==> config.mk <==
export PLATFORM = sky130hd
export DESIGN_NAME = frr_div
export DESIGN_NICKNAME = d
export VERILOG_FILES = /design/src/hw/rtl/frr_pkg.sv /design/src/hw/rtl/frr_div.sv
export SDC_FILE = /design/constraint.sdc
export NUM_CORES = 2
export LEC_CHECK = 0
export ABC_AREA = 0
export BUFFER_PORTS_ARGS = -buffer_cell sky130_fd_sc_hd__buf_4
export CAP_MARGIN = 20
export CORE_UTILIZATION = 45
export CTS_CLUSTER_DIAMETER = 60
export CTS_CLUSTER_SIZE = 10
export DETAILED_ROUTE_END_ITERATION = 6
export RECOVER_POWER = 50
export SETUP_SLACK_MARGIN = 0.15
export SLEW_MARGIN = 10
export SYNTH_ARGS = -nofsm -noshare
export SYNTH_HDL_FRONTEND = slang
export SYNTH_SLANG_ARGS = --single-unit
export TNS_END_PERCENT = 50
==> constraint.sdc <==
create_clock -name clock -period 3.3 [get_ports clock]
set_clock_uncertainty 0.15 [all_clocks]
set_input_delay 0.33 -clock clock [delete_from_list [all_inputs] [get_ports clock]]
set_output_delay 0.33 -clock clock [all_outputs]
set_load 0.03 [all_outputs]
==> src/hw/rtl/frr_pkg.sv <==
// ----------------------------------------------------------------------------
// Fresnel reflect/refract package.
// Widths shared by the unit and its divider and square-root pipelines, and the
// fixed-point constants, record types and rounding helpers of the unit.
// ----------------------------------------------------------------------------
`default_nettype none

package frr_pkg;

   localparam int FRAC      = 16;
   localparam int VEC_W     = FRAC + 2;
   localparam int IOR_W     = FRAC + 3;
   localparam int WGT_W     = FRAC + 1;
   localparam int WSUM_W    = WGT_W + 1;

   localparam int RAT_W     = FRAC + 4;
   localparam int NUM_W     = 2 * FRAC + 4;
   localparam int DIV_STEPS = RAT_W;
   localparam int ROOT_W    = FRAC + 1;
   localparam int SQ_W      = 2 * ROOT_W;

   localparam int PROD_W    = 2 * VEC_W;
   localparam int DOT_W     = FRAC + 5;
   localparam int DN_W      = DOT_W + VEC_W;
   localparam int X_W       = FRAC + 2;
   localparam int X2_W      = FRAC + 3;
   localparam int X4_W      = FRAC + 5;
   localparam int X5_W      = FRAC + 6;
   localparam int R2_W      = FRAC + 7;
   localparam int S2_W      = FRAC + 8;
   localparam int RC_W      = FRAC + 5;
   localparam int RD_W      = FRAC + 6;
   localparam int K_W       = FRAC + 6;
   localparam int KN_W      = FRAC + 7;

   localparam int HIT_DEPTH = 6;
   localparam int SIDE_DLY  = DIV_STEPS - 5;
   localparam int SIDE2_DLY = ROOT_W;
   localparam int LATENCY   = 11 + SIDE_DLY + SIDE2_DLY;

   typedef logic signed [47:0]       wide_type;
   typedef logic signed [VEC_W-1:0]  vec_type;
   typedef logic [IOR_W-1:0]         ior_type;
   typedef logic [WGT_W-1:0]         wgt_type;
   typedef logic signed [RD_W-1:0]   rd_type;

   localparam wide_type ONE_W     = wide_type'(1) <<< FRAC;
   localparam wide_type HALF_W    = wide_type'(1) <<< (FRAC - 1);
   localparam wide_type VEC_MAX_W = (wide_type'(1) <<< (VEC_W - 1)) - wide_type'(1);
   localparam wide_type VEC_MIN_W = -(wide_type'(1) <<< (VEC_W - 1));
   localparam ior_type  IOR_ONE   = ior_type'(1) << FRAC;
   localparam wgt_type  ONE_WGT   = wgt_type'(1) << FRAC;

   typedef struct packed {
      logic             eq;
      vec_type [2:0]    dv;
      vec_type [2:0]    nv;
   } hit_type;

   typedef struct packed {
      logic             eq;
      vec_type [2:0]    dv;
      vec_type [2:0]    nv;
      vec_type [2:0]    mir;
      vec_type          cosv;
      wgt_type          omc;
      logic [X5_W-1:0]  x5;
   } side_type;

   typedef struct packed {
      logic                   eq;
      logic                   zb;
      logic                   tir;
      wgt_type                wgt;
      logic signed [RC_W-1:0] rc;
      rd_type [2:0]           rd;
      vec_type [2:0]          dv;
      vec_type [2:0]          nv;
      vec_type [2:0]          mir;
   } side2_type;

   // Drops FRAC fraction bits, rounding half away from zero.
   function automatic wide_type rnd_f(input wide_type v);
      wide_type mag;
      mag = ((v < 0) ? -v : v) + HALF_W;
      mag = mag >>> FRAC;
      return (v < 0) ? -mag : mag;
   endfunction

   function automatic vec_type sat_vec(input wide_type v);
      wide_type c;
      if (v > VEC_MAX_W) begin
         c = VEC_MAX_W;
      end else if (v < VEC_MIN_W) begin
         c = VEC_MIN_W;
      end else begin
         c = v;
      end
      return vec_type'(c);
   endfunction

endpackage

`default_nettype wire

==> src/hw/rtl/frr_div.sv <==
// ----------------------------------------------------------------------------
// Pipelined restoring divider.
// One quotient bit per stage; the quotient is known to fit in RAT_W bits, so
// the upper numerator bits seed the remainder directly.
// ----------------------------------------------------------------------------
`default_nettype none

module frr_div import frr_pkg::*; (
   input  logic             clock,
   input  logic             enable,
   input  logic [NUM_W-1:0] num,
   input  logic [RAT_W-1:0] den,
   output logic [RAT_W-1:0] quo
);

   logic [RAT_W-1:0] rem_ff [DIV_STEPS];
   logic [RAT_W-1:0] low_ff [DIV_STEPS];
   logic [RAT_W-1:0] den_ff [DIV_STEPS];
   logic [RAT_W-1:0] quo_ff [DIV_STEPS];

   for (genvar i = 0; i < DIV_STEPS; i++) begin : g_step
      logic [RAT_W-1:0] rem_src;
      logic [RAT_W-1:0] low_src;
      logic [RAT_W-1:0] den_src;
      logic [RAT_W-1:0] quo_src;
      logic [RAT_W:0]   trial;
      logic [RAT_W-1:0] rem_in;
      logic [RAT_W-1:0] quo_in;

      if (i == 0) begin : g_first
         assign rem_src = RAT_W'(num[NUM_W-1:RAT_W]);
         assign low_src = num[RAT_W-1:0];
         assign den_src = den;
         assign quo_src = '0;
      end else begin : g_next
         assign rem_src = rem_ff[i-1];
         assign low_src = low_ff[i-1];
         assign den_src = den_ff[i-1];
         assign quo_src = quo_ff[i-1];
      end

      always_comb begin
         trial = {rem_src, low_src[RAT_W-1]};
         if (trial >= {1'b0, den_src}) begin
            rem_in = RAT_W'(trial - {1'b0, den_src});
            quo_in = {quo_src[RAT_W-2:0], 1'b1};
         end else begin
            rem_in = RAT_W'(trial);
            quo_in = {quo_src[RAT_W-2:0], 1'b0};
         end
      end

      always_ff @(posedge clock) begin
         if (enable) begin
            rem_ff[i] <= rem_in;
            low_ff[i] <= {low_src[RAT_W-2:0], 1'b0};
            den_ff[i] <= den_src;
            quo_ff[i] <= quo_in;
         end
      end
   end

   assign quo = quo_ff[DIV_STEPS-1];

endmodule

`default_nettype wire

==> reports/results.tsv <==
stage	metric	value	unit
setup_path	crit path DAT	3.64	ns
clock_tree	Clock Latency Late Sink	0.77	ns
yosys	Yosys top cell area share	58.3	%
route	DR pass1 iterations	5	
yosys	Main synth FF type	edfxtp_1	
clock_tree	CTS Root Cell	clkbuf_16	
clock_tree	clock tree sinks	1160	
cells_and_area	fraction of layout cells with a size suffix above 1	17.3	%
sta	final critical-path required period	3.27	ns
yosys	count leader, synth	edfxtp_1	
setup_path	Setup crit end kind	flip-flop	
route	Via-to-Cell Ratio	5.34	
yosys	area share of xor/xnor cells in the synthesized design	4.07	%
global_routing	GRT Overall Usage	19.0	%
floorplan	die area	134000	um^2
yosys	distinct cell type count after synthesis	98	
floorplan	I/O pins	78	
yosys	sequential fraction of the synthesis area	58.3	%
placement	IO buf count	77	
sta	final hold vios	0	
route	WL final	131000	um
sta	Least-Margin Pin Slew	2.36	ns
global_routing	initial antenna violation count	0	
route	violation count after the first detailed-route iteration	2037	
yosys	Syn. warnings	0	
route	Final ANT Viol Nets	0	
clock_tree	H-tree depth	4	
global_routing	first-pass GRT wire length	201000	um
yosys	Compound-Gate Fraction of Synth Area	11.8	%
route	Avg WL per Cell	18.5	um
floorplan	placement row count	133	
clock_tree	CTS tree	built	
sta	Max Freq	306	MHz
cells_and_area	nets	5731	
clock_tree	worst-case clock buffer depth	3	
setup_path	required time of the critical path	3.67	ns
global_routing	total congestion overflow	0	
clock_tree	clock-pin slew of the registers on the worst-case setup and hold paths	0.05	ns
setup_path	Critical Path Start Type	flip-flop	
run_status	failing checks	capacitance limit, slew limit	
setup_path	CP Max Fanout	5	
placement	post-DP HPWL	94600	um
floorplan	Starting Density	45.4	%
yosys	Post-Syn Nets	5175	
yosys	EDFF count, synth	1160	
yosys	Synth area leader	edfxtp_1	
yosys	main combinational cell family by area after synthesis	compound AO/OA/AOI/OAI gates	
yosys	Post-Synth Simple-Gate Area	7.57	%
route	# DRC	0	
sta	RSZ-0062 raised after global routing	yes	
power_and_ir_drop	maximum vdd drop	0.526	mV
yosys	Syn Inst Count	4701	
cells_and_area	Ant. Diodes	0	
cells_and_area	fin cells	7065	
power_and_ir_drop	overall power	68.0	mW
yosys	most common library cells after synthesis	edfxtp_1, inv_1, ha_1, a21oi_1, nand2_1	
clock_tree	TritonCTS Buffers	146	
route	via count	37700	
run_status	status	complete, but fails checks	
global_routing	largest net degree at the start of global routing	101	
global_routing	vias in the first global route	37500	
cells_and_area	# fillers	10900	
sta	Final setup viols	0	
floorplan	Core ar.	132000	um^2
sta	Max-slew headroom	-57.2	%
setup_path	WS Path Type	reg -> reg	
yosys	synthesis-stage register bit count	1160	
placement	placed insts	6715	
setup_path	reg2reg start	rem_ff[10][0]	
sta	Slew Viols, Final	64	
run	max cap viols	1	
sta	Tcrit/Tclk final	99.1	%
hold_path	worst hold start	num[11]	
yosys	synthesized area	59800	um^2
yosys	post-synthesis mux area share	5.64	%
cells_and_area	Area Overhead vs Synth	20.1	%
floorplan	die height	366	um
power_and_ir_drop	Pleak	29.1	nW
power_and_ir_drop	power density over the cells	948	nW/um^2
placement	GP Congestion	0.926	
setup_path	CP startpoint	rem_ff[10][0]	
yosys	top cells by area, synth	edfxtp_1, ha_1, mux2_1, inv_1, xnor2_1	
floorplan	die width	366	um
yosys	Syn Area/Cell	12.7	um^2
yosys	Async S/R FF share, synth	0	%
hold_path	Worst Hold Class	in -> reg	
yosys	adder-cell share of the synthesized area	8.95	%
-- state kept, by name, indices dropped and copies added (netlist names) --
| name | flops |
|---|---|
| den_ff | 380 |
| rem_ff | 380 |
| quo_ff | 210 |
| low_ff | 190 |
-- kinds of logic after synthesis --
group,Yosys count
AO/OA/AOI/OAI,1049
XOR/XNOR,278
adder cells (fa/ha/maj),416
buffers and inverters,566
flip-flops,1160
multiplexers,298
AND/OR/NAND/NOR,934
-- critical path, cell delays in order (launching register included) --
cell and delay [ns]:
edfxtp_1 0.38, ha_1 0.32, nor2b_4 0.13, o31a_1 0.30, o311ai_4 0.29, buf_6 0.16, a21oi_4 0.05, o211ai_1 0.22
o211a_1 0.23, o21a_4 0.26, clkbuf_16 0.20, mux2_2 0.32
-- layer usage --
layer  vias up  GRT usage [%]  share of wire (%)
met5         -              0                  0
met1     18200           22.0                 40
met3       255           2.85                3.4
met2       692           34.9                 53
met4         0           7.52                3.5
li1      18600              -                  -
-- metrics by stage --
step	setup WS, ns	util [%]	cell area, um^2	hold WS [ns]	setup TNS (ns)
floorplan	0.178	-	59800	0.250	0
global placement	-0.446	49.0	64500	0.250	-13.47
detailed placement	-0.457	49.0	64500	0.255	-16.04
CTS	0.0141	53.1	70000	0.0710	0
global route	-0.0685	54.5	71800	0.120	-2.15
finish	0.0282	54.5	71800	0.154	0
-- what timing repair did --
action                                 CTS  global route
setup endpoints to repair              229           318
hold buffers                            57             0
setup buffers                           23            54
pin swaps                               21            93
gates resized for setup                 62           289
endpoints found under the hold margin  110             0
gates cloned                             5            10
-- cell type report --
| type | instances | area (um^2) | area share (%) |
|---|---|---|---|
| clock buffers | 158 | 3740 | 5.21 |
| well taps | 1755 | 2200 | 3.06 |
| multi-input cells | 2975 | 24200 | 33.8 |
| inverters | 501 | 1910 | 2.66 |
| repair inverters | 2 | 17.5 | 0.0244 |
| flip-flops and latches | 1160 | 34800 | 48.5 |
| repair buffers | 471 | 4270 | 5.94 |
| clock inverters | 43 | 551 | 0.767 |
-- report_power, final --
part           switching (mW)  leakage, nW  internal, mW
sequential               1.94         11.3          20.9
clock                    5.98         2.09          8.58
combinational            15.1         15.7          15.5
-- cells in the final DEF, fill, tap and decap left out, types with 36 or more instances in the layout --
| master | count |
|---|---|
| nand4_1 | 44 |
| edfxtp_1 | 1160 |
| ha_1 | 365 |
| nand2_1 | 248 |
| mux2i_1 | 41 |
| a21oi_1 | 248 |
| clkbuf_1 | 40 |
| xor2_1 | 91 |
| clkbuf_16 | 156 |
| buf_4 | 265 |
| xnor2_1 | 187 |
| inv_1 | 478 |
| o21ai_0 | 137 |
| nand2b_1 | 57 |
| o21ai_1 | 54 |
| nand3_1 | 76 |
| mux2_4 | 132 |
| nor2b_1 | 66 |
| dlygate4sd3_1 | 57 |
| o21a_1 | 69 |
| mux2_1 | 112 |
| a21o_1 | 149 |
| nor3_1 | 47 |
| clkbuf_4 | 45 |
| nor2_1 | 238 |
| a31oi_1 | 36 |
-- worst paths after layout --
kind                    endpoint  slack (ns)  cells past startpoint
setup / recovery  rem_ff[11][18]        0.03                     11
hold / removal     low_ff[0][11]        0.15                      2
setup reg to reg  rem_ff[11][18]        0.03                     11
hold reg to reg    low_ff[5][11]        0.25                      0
No activity file was read; power rests on OpenSTA's default activity.
