[src/hw/rtl/frr_pkg.sv]
// ----------------------------------------------------------------------------
// Fresnel reflect/refract package.
// Widths shared by the unit and its divider and square-root pipelines, and the
// fixed-point constants, record types and rounding helpers of the unit.
// ----------------------------------------------------------------------------
`default_nettype none

package frr_pkg;

   localparam int FRAC      = 16;
   localparam int VEC_W     = FRAC + 2;
   localparam int IOR_W     = FRAC + 3;
   localparam int WGT_W     = FRAC + 1;
   localparam int WSUM_W    = WGT_W + 1;

   localparam int RAT_W     = FRAC + 4;
   localparam int NUM_W     = 2 * FRAC + 4;
   localparam int DIV_STEPS = RAT_W;
   localparam int ROOT_W    = FRAC + 1;
   localparam int SQ_W      = 2 * ROOT_W;

   localparam int PROD_W    = 2 * VEC_W;
   localparam int DOT_W     = FRAC + 5;
   localparam int DN_W      = DOT_W + VEC_W;
   localparam int X_W       = FRAC + 2;
   localparam int X2_W      = FRAC + 3;
   localparam int X4_W      = FRAC + 5;
   localparam int X5_W      = FRAC + 6;
   localparam int R2_W      = FRAC + 7;
   localparam int S2_W      = FRAC + 8;
   localparam int RC_W      = FRAC + 5;
   localparam int RD_W      = FRAC + 6;
   localparam int K_W       = FRAC + 6;
   localparam int KN_W      = FRAC + 7;

   localparam int HIT_DEPTH = 6;
   localparam int SIDE_DLY  = DIV_STEPS - 5;
   localparam int SIDE2_DLY = ROOT_W;
   localparam int LATENCY   = 11 + SIDE_DLY + SIDE2_DLY;

   typedef logic signed [47:0]       wide_type;
   typedef logic signed [VEC_W-1:0]  vec_type;
   typedef logic [IOR_W-1:0]         ior_type;
   typedef logic [WGT_W-1:0]         wgt_type;
   typedef logic signed [RD_W-1:0]   rd_type;

   localparam wide_type ONE_W     = wide_type'(1) <<< FRAC;
   localparam wide_type HALF_W    = wide_type'(1) <<< (FRAC - 1);
   localparam wide_type VEC_MAX_W = (wide_type'(1) <<< (VEC_W - 1)) - wide_type'(1);
   localparam wide_type VEC_MIN_W = -(wide_type'(1) <<< (VEC_W - 1));
   localparam ior_type  IOR_ONE   = ior_type'(1) << FRAC;
   localparam wgt_type  ONE_WGT   = wgt_type'(1) << FRAC;

   typedef struct packed {
      logic             eq;
      vec_type [2:0]    dv;
      vec_type [2:0]    nv;
   } hit_type;

   typedef struct packed {
      logic             eq;
      vec_type [2:0]    dv;
      vec_type [2:0]    nv;
      vec_type [2:0]    mir;
      vec_type          cosv;
      wgt_type          omc;
      logic [X5_W-1:0]  x5;
   } side_type;

   typedef struct packed {
      logic                   eq;
      logic                   zb;
      logic                   tir;
      wgt_type                wgt;
      logic signed [RC_W-1:0] rc;
      rd_type [2:0]           rd;
      vec_type [2:0]          dv;
      vec_type [2:0]          nv;
      vec_type [2:0]          mir;
   } side2_type;

   // Drops FRAC fraction bits, rounding half away from zero.
   function automatic wide_type rnd_f(input wide_type v);
      wide_type mag;
      mag = ((v < 0) ? -v : v) + HALF_W;
      mag = mag >>> FRAC;
      return (v < 0) ? -mag : mag;
   endfunction

   function automatic vec_type sat_vec(input wide_type v);
      wide_type c;
      if (v > VEC_MAX_W) begin
         c = VEC_MAX_W;
      end else if (v < VEC_MIN_W) begin
         c = VEC_MIN_W;
      end else begin
         c = v;
      end
      return vec_type'(c);
   endfunction

endpackage

`default_nettype wire

[src/hw/rtl/frr_sqrt.sv]
// ----------------------------------------------------------------------------
// Pipelined integer square root.
// Digit-by-digit floor square root, one result bit and two radicand bits per
// stage.
// ----------------------------------------------------------------------------
`default_nettype none

module frr_sqrt import frr_pkg::*; (
   input  logic              clock,
   input  logic              enable,
   input  logic [SQ_W-1:0]   value,
   output logic [ROOT_W-1:0] root
);

   logic [ROOT_W:0]   rem_ff  [ROOT_W];
   logic [SQ_W-1:0]   low_ff  [ROOT_W];
   logic [ROOT_W-1:0] root_ff [ROOT_W];

   for (genvar i = 0; i < ROOT_W; i++) begin : g_step
      logic [ROOT_W:0]   rem_src;
      logic [SQ_W-1:0]   low_src;
      logic [ROOT_W-1:0] root_src;
      logic [ROOT_W+2:0] trial;
      logic [ROOT_W+2:0] test;
      logic [ROOT_W:0]   rem_in;
      logic [ROOT_W-1:0] root_in;

      if (i == 0) begin : g_first
         assign rem_src  = '0;
         assign low_src  = value;
         assign root_src = '0;
      end else begin : g_next
         assign rem_src  = rem_ff[i-1];
         assign low_src  = low_ff[i-1];
         assign root_src = root_ff[i-1];
      end

      always_comb begin
         trial = {rem_src, low_src[SQ_W-1:SQ_W-2]};
         test  = {1'b0, root_src, 2'b01};
         if (trial >= test) begin
            rem_in  = (ROOT_W+1)'(trial - test);
            root_in = {root_src[ROOT_W-2:0], 1'b1};
         end else begin
            rem_in  = (ROOT_W+1)'(trial);
            root_in = {root_src[ROOT_W-2:0], 1'b0};
         end
      end

      always_ff @(posedge clock) begin
         if (enable) begin
            rem_ff[i]  <= rem_in;
            low_ff[i]  <= {low_src[SQ_W-3:0], 2'b00};
            root_ff[i] <= root_in;
         end
      end
   end

   assign root = root_ff[ROOT_W-1];

endmodule

`default_nettype wire

[config.mk]
export PLATFORM = sky130hd
export DESIGN_NAME = frr_sqrt
export DESIGN_NICKNAME = d
export VERILOG_FILES = /design/src/hw/rtl/frr_pkg.sv /design/src/hw/rtl/frr_sqrt.sv
export SDC_FILE = /design/constraint.sdc
export NUM_CORES = 1
export LEC_CHECK = 0
export ABC_AREA = 1
export BUFFER_PORTS_ARGS = -buffer_cell sky130_fd_sc_hd__buf_2
export CORE_MARGIN = 2
export CORE_UTILIZATION = 50
export CTS_BUF_LIST = sky130_fd_sc_hd__clkbuf_8
export DETAILED_ROUTE_END_ITERATION = 16
export GPL_ROUTABILITY_DRIVEN = 0
export PLACE_DENSITY_LB_ADDON = 0.15
export REMOVE_ABC_BUFFERS = 1
export SLEW_MARGIN = 40
export SYNTH_ARGS = -nofsm -noshare
export SYNTH_HDL_FRONTEND = slang
export SYNTH_SLANG_ARGS = --single-unit
[constraint.sdc]
create_clock -name clock -period 2.26 [get_ports clock]
set_clock_uncertainty 0.15 [all_clocks]
set_input_delay 0.113 -clock clock [delete_from_list [all_inputs] [get_ports clock]]
set_output_delay 0.113 -clock clock [all_outputs]
set_load 0.005 [all_outputs]
==> impl_metrics.env <==
export IMPL_viasPerCell=4.95
export IMPL_holdCritPathClass="primary input to flip-flop"
export IMPL_crit_arrival_ns=2.59
export IMPL_synth_flop_cell="edfxtp_1"
export IMPL_busiest_layer="met2"
export IMPL_critPathBufInv=3
export IMPL_portBuffers=52
export IMPL_rows=98
export IMPL_dp_slack_ns=-0.0704
export IMPL_htree_levels=3
export IMPL_drt_first_pass_iters=6
export IMPL_start_kind="flip-flop"
export IMPL_finalNetCount=4442
export IMPL_syn_area_sq_um=35800
export IMPL_min_period_ns=2.26
export IMPL_syn2layout_area_growth_pct=23.7
export IMPL_cts_max_path_buffers=3
export IMPL_violations="setup timing"
export IMPL_cts_root_buffer="clkbuf_8"
export IMPL_coreArea_sq_um=71200
export IMPL_drive_gt1_share_pct=21.4
export IMPL_yosys_area_top_type="edfxtp_1"
export IMPL_wl_mm=79.2
export IMPL_overflow=0
export IMPL_synth_async_reset_ratio_pct=0
export IMPL_slew_headroom_pct=66.7
export IMPL_filler_cell_count=5868
export IMPL_cpMostUsedCell="nand2_4"
export IMPL_worst_slew_pin_slew_ns=0.496
export IMPL_fin_tns_setup_ns=-0.00789
export IMPL_die_h_um=272
export IMPL_route_detailed_drc=0
export IMPL_cp_top_family="simple AND/OR/NAND/NOR gates"
export IMPL_setup_viol=2
export IMPL_initial_core_util_pct=50.3
export IMPL_ys_types=52
export IMPL_p_sw_mw=10.3
export IMPL_clock_fmax_mhz=442
export IMPL_design_die_area_sq_um=73800
export IMPL_antenna_found_initial=2
export IMPL_yosysMostFrequentCell="nand2_1"
export IMPL_hold_slack_ns=0.101
export IMPL_period_share_pct=100
export IMPL_rsz0062_at_grt="yes"
export IMPL_worstPathCellList="inv_2 -> ha_4 -> nand2_4 -> inv_2 -> a21oi_2 -> nand2_2 -> nand2_4 -> nand2_4 -> nor2_4 -> clkbuf_16 -> o21ai_1"
export IMPL_vdd_drop_max_uv=581
export IMPL_max_stage_delay_ns=0.45
export IMPL_synth_edff_count=693
export IMPL_cap_violations=0
export IMPL_p_total_mw=35.1
export IMPL_grt_max_degree=84
export IMPL_critPathSlowestCell="edfxtp_1"
export IMPL_ys_top_cells_by_area="edfxtp_1, nand2_1, ha_1"
export IMPL_combPwrFrac_pct=22.9
export IMPL_synth_top_cells_by_count="nand2_1, edfxtp_1, inv_1"
export IMPL_switching_share_pct=29.4
export IMPL_cp_max_fo=5
export IMPL_leakage_nw=19.4
export IMPL_grt_use_met2_pct=36.2
export IMPL_slew_violations=0
export IMPL_grt_usage_pct=20.8
export IMPL_internal_power_mw=24.8
export IMPL_clock_sinks=693
export IMPL_synthCells=3679
export IMPL_tritoncts="yes"
export IMPL_power_frac_seq_pct=47.5
export IMPL_path_clk_slew_ns=0.06
export IMPL_cts_made_buffers=112
export IMPL_powerDensity_nw_per_um2=792
export IMPL_use_met1_pct=26.8
export IMPL_wire_per_inst_um=15.0
export IMPL_drt_initial_drc_count=1816
export IMPL_crit_type="flip-flop to flip-flop"
export IMPL_synth_area_per_cell_sq_um=9.74
export IMPL_die_width_um=272
export IMPL_postLayoutSetupSlackWorst_ns=-0.00429
export IMPL_grt_pass1_vias=24780
export IMPL_grt_pass1_wl_mm=123
export IMPL_required_ns=2.59
export IMPL_synth_top_area_share_pct=58.1
export IMPL_clkPwrFrac_pct=29.5
export IMPL_vias=26094
export IMPL_ys_seq_area_share_pct=58.1
export IMPL_clk_latency_ns=0.74
export IMPL_endpoint_kind="flip-flop"
export IMPL_hold_viol=0
export IMPL_dpl_hpwl_mm=57.4
export IMPL_grt_met3_usage_pct=3.10
export IMPL_outcome="complete, but fails checks"
export IMPL_ys_warn_count=0
export IMPL_ant_nets=0
export IMPL_synth_seq_cells=693
export IMPL_ioPinCount=53
-- state kept, by name, indices dropped and copies added, names as in the netlist --
register	flops
rem_ff	268
root_ff	153
low_ff	272
-- routing by layer --
metal,part of all wire (%),vias up
met5,0.019,-
met3,4.1,162
met1,44,12022
li1,-,13337
met4,2.9,2
met2,49,571
-- power groups by stage --
stage / Clock (mW) / Sequential, mW / Combinational, mW
finish: 10.4 / 16.7 / 8.06
global route: 11.2 / 16.8 / 9.07
CTS: 10.7 / 16.6 / 7.04
detailed placement: 0 / 16.9 / 6.89
global placement: 0 / 16.9 / 6.81
floorplan: 0 / 16.5 / 4.58
-- cells by family (layout without fill, tap and decap cells) --
| kind of cell | after synthesis | after routing | synth area share, % |
|---|---|---|---|
| fa+ha+maj | 171 | 171 | 5.97 |
| buf+inv | 591 | 1232 | 6.63 |
| other cells | 1 | 2 | 0.0105 |
| flops | 693 | 693 | 58.1 |
| xor+xnor | 112 | 112 | 2.74 |
| compound gates | 325 | 325 | 5.21 |
| simple gates | 1786 | 1788 | 21.4 |
-- worst register-to-register path, cell delays in order, from the launching register on --
cell and delay [ns]:
edfxtp_1 0.45, inv_2 0.11, ha_4 0.21, nand2_4 0.08
inv_2 0.04, a21oi_2 0.18, nand2_2 0.12, nand2_4 0.11
nand2_4 0.06, nor2_4 0.26, clkbuf_16 0.21, o21ai_1 0.06
-- layout make-up --
| cell class | count | area (sq um) | area share (%) |
|---|---|---|---|
| Timing Repair Buffer | 470 | 3910 | 8.82 |
| Clock inverter | 87 | 579 | 1.31 |
| Clock buffer | 114 | 1570 | 3.54 |
| Sequential cell | 693 | 20800 | 46.9 |
| Antenna cell | 1 | 2.50 | 0.00564 |
| Tap cell | 950 | 1190 | 2.68 |
| Multi-Input combinational cell | 2397 | 14200 | 31.9 |
| Inverter | 561 | 2130 | 4.81 |
-- worst paths after layout --
check,from,to,slack (ns),depth (start not counted)
setup reg to reg,root_ff[0][225],rem_ff[0][257],-0.004,11
hold reg to reg,low_ff[0][376],low_ff[0][410],0.26,0
setup / recovery,root_ff[0][225],rem_ff[0][257],-0.004,11
hold / removal,value[33],rem_ff[0][0],0.10,4
-- cell usage in the layout, fill, tap and decap left out, types with 14 or more instances in the layout --
master / instances
nor2_2: 37
nor3_1: 27
buf_2: 52
nand2_2: 82
nand3b_1: 32
dlygate4sd3_1: 71
inv_1: 557
nand4_1: 41
clkinv_2: 14
o21ai_1: 22
a21oi_2: 47
xnor2_1: 43
clkinv_1: 22
buf_4: 315
nand2_1: 1036
buf_12: 19
o21ai_0: 71
ha_4: 72
a21oi_1: 123
nand3_1: 209
nor2_1: 259
ha_1: 90
clkbuf_8: 114
edfxtp_1: 693
inv_2: 36
xor2_1: 69
o21ai_2: 27
-- timing repair --
action                                  4_1_cts  5_1_grt
endpoints found under the hold margin       507        0
setup buffers                                 1       87
hold buffers                                 71        0
pin swaps                                     0       75
endpoints found under the setup margin       42      252
resized for setup                            13      286
gates cloned                                  0        8
-- through the flow --
stage,std cells,utilization [%],area [sq um]
2_1_floorplan,3649,-,35600
3_3_place_gp,4904,55.0,39200
3_5_place_dp,4904,55.0,39200
4_1_cts,5177,59.0,42100
5_1_grt,5273,62.2,44300
6_report,5273,62.2,44300
(Power assumes the default switching activity.)
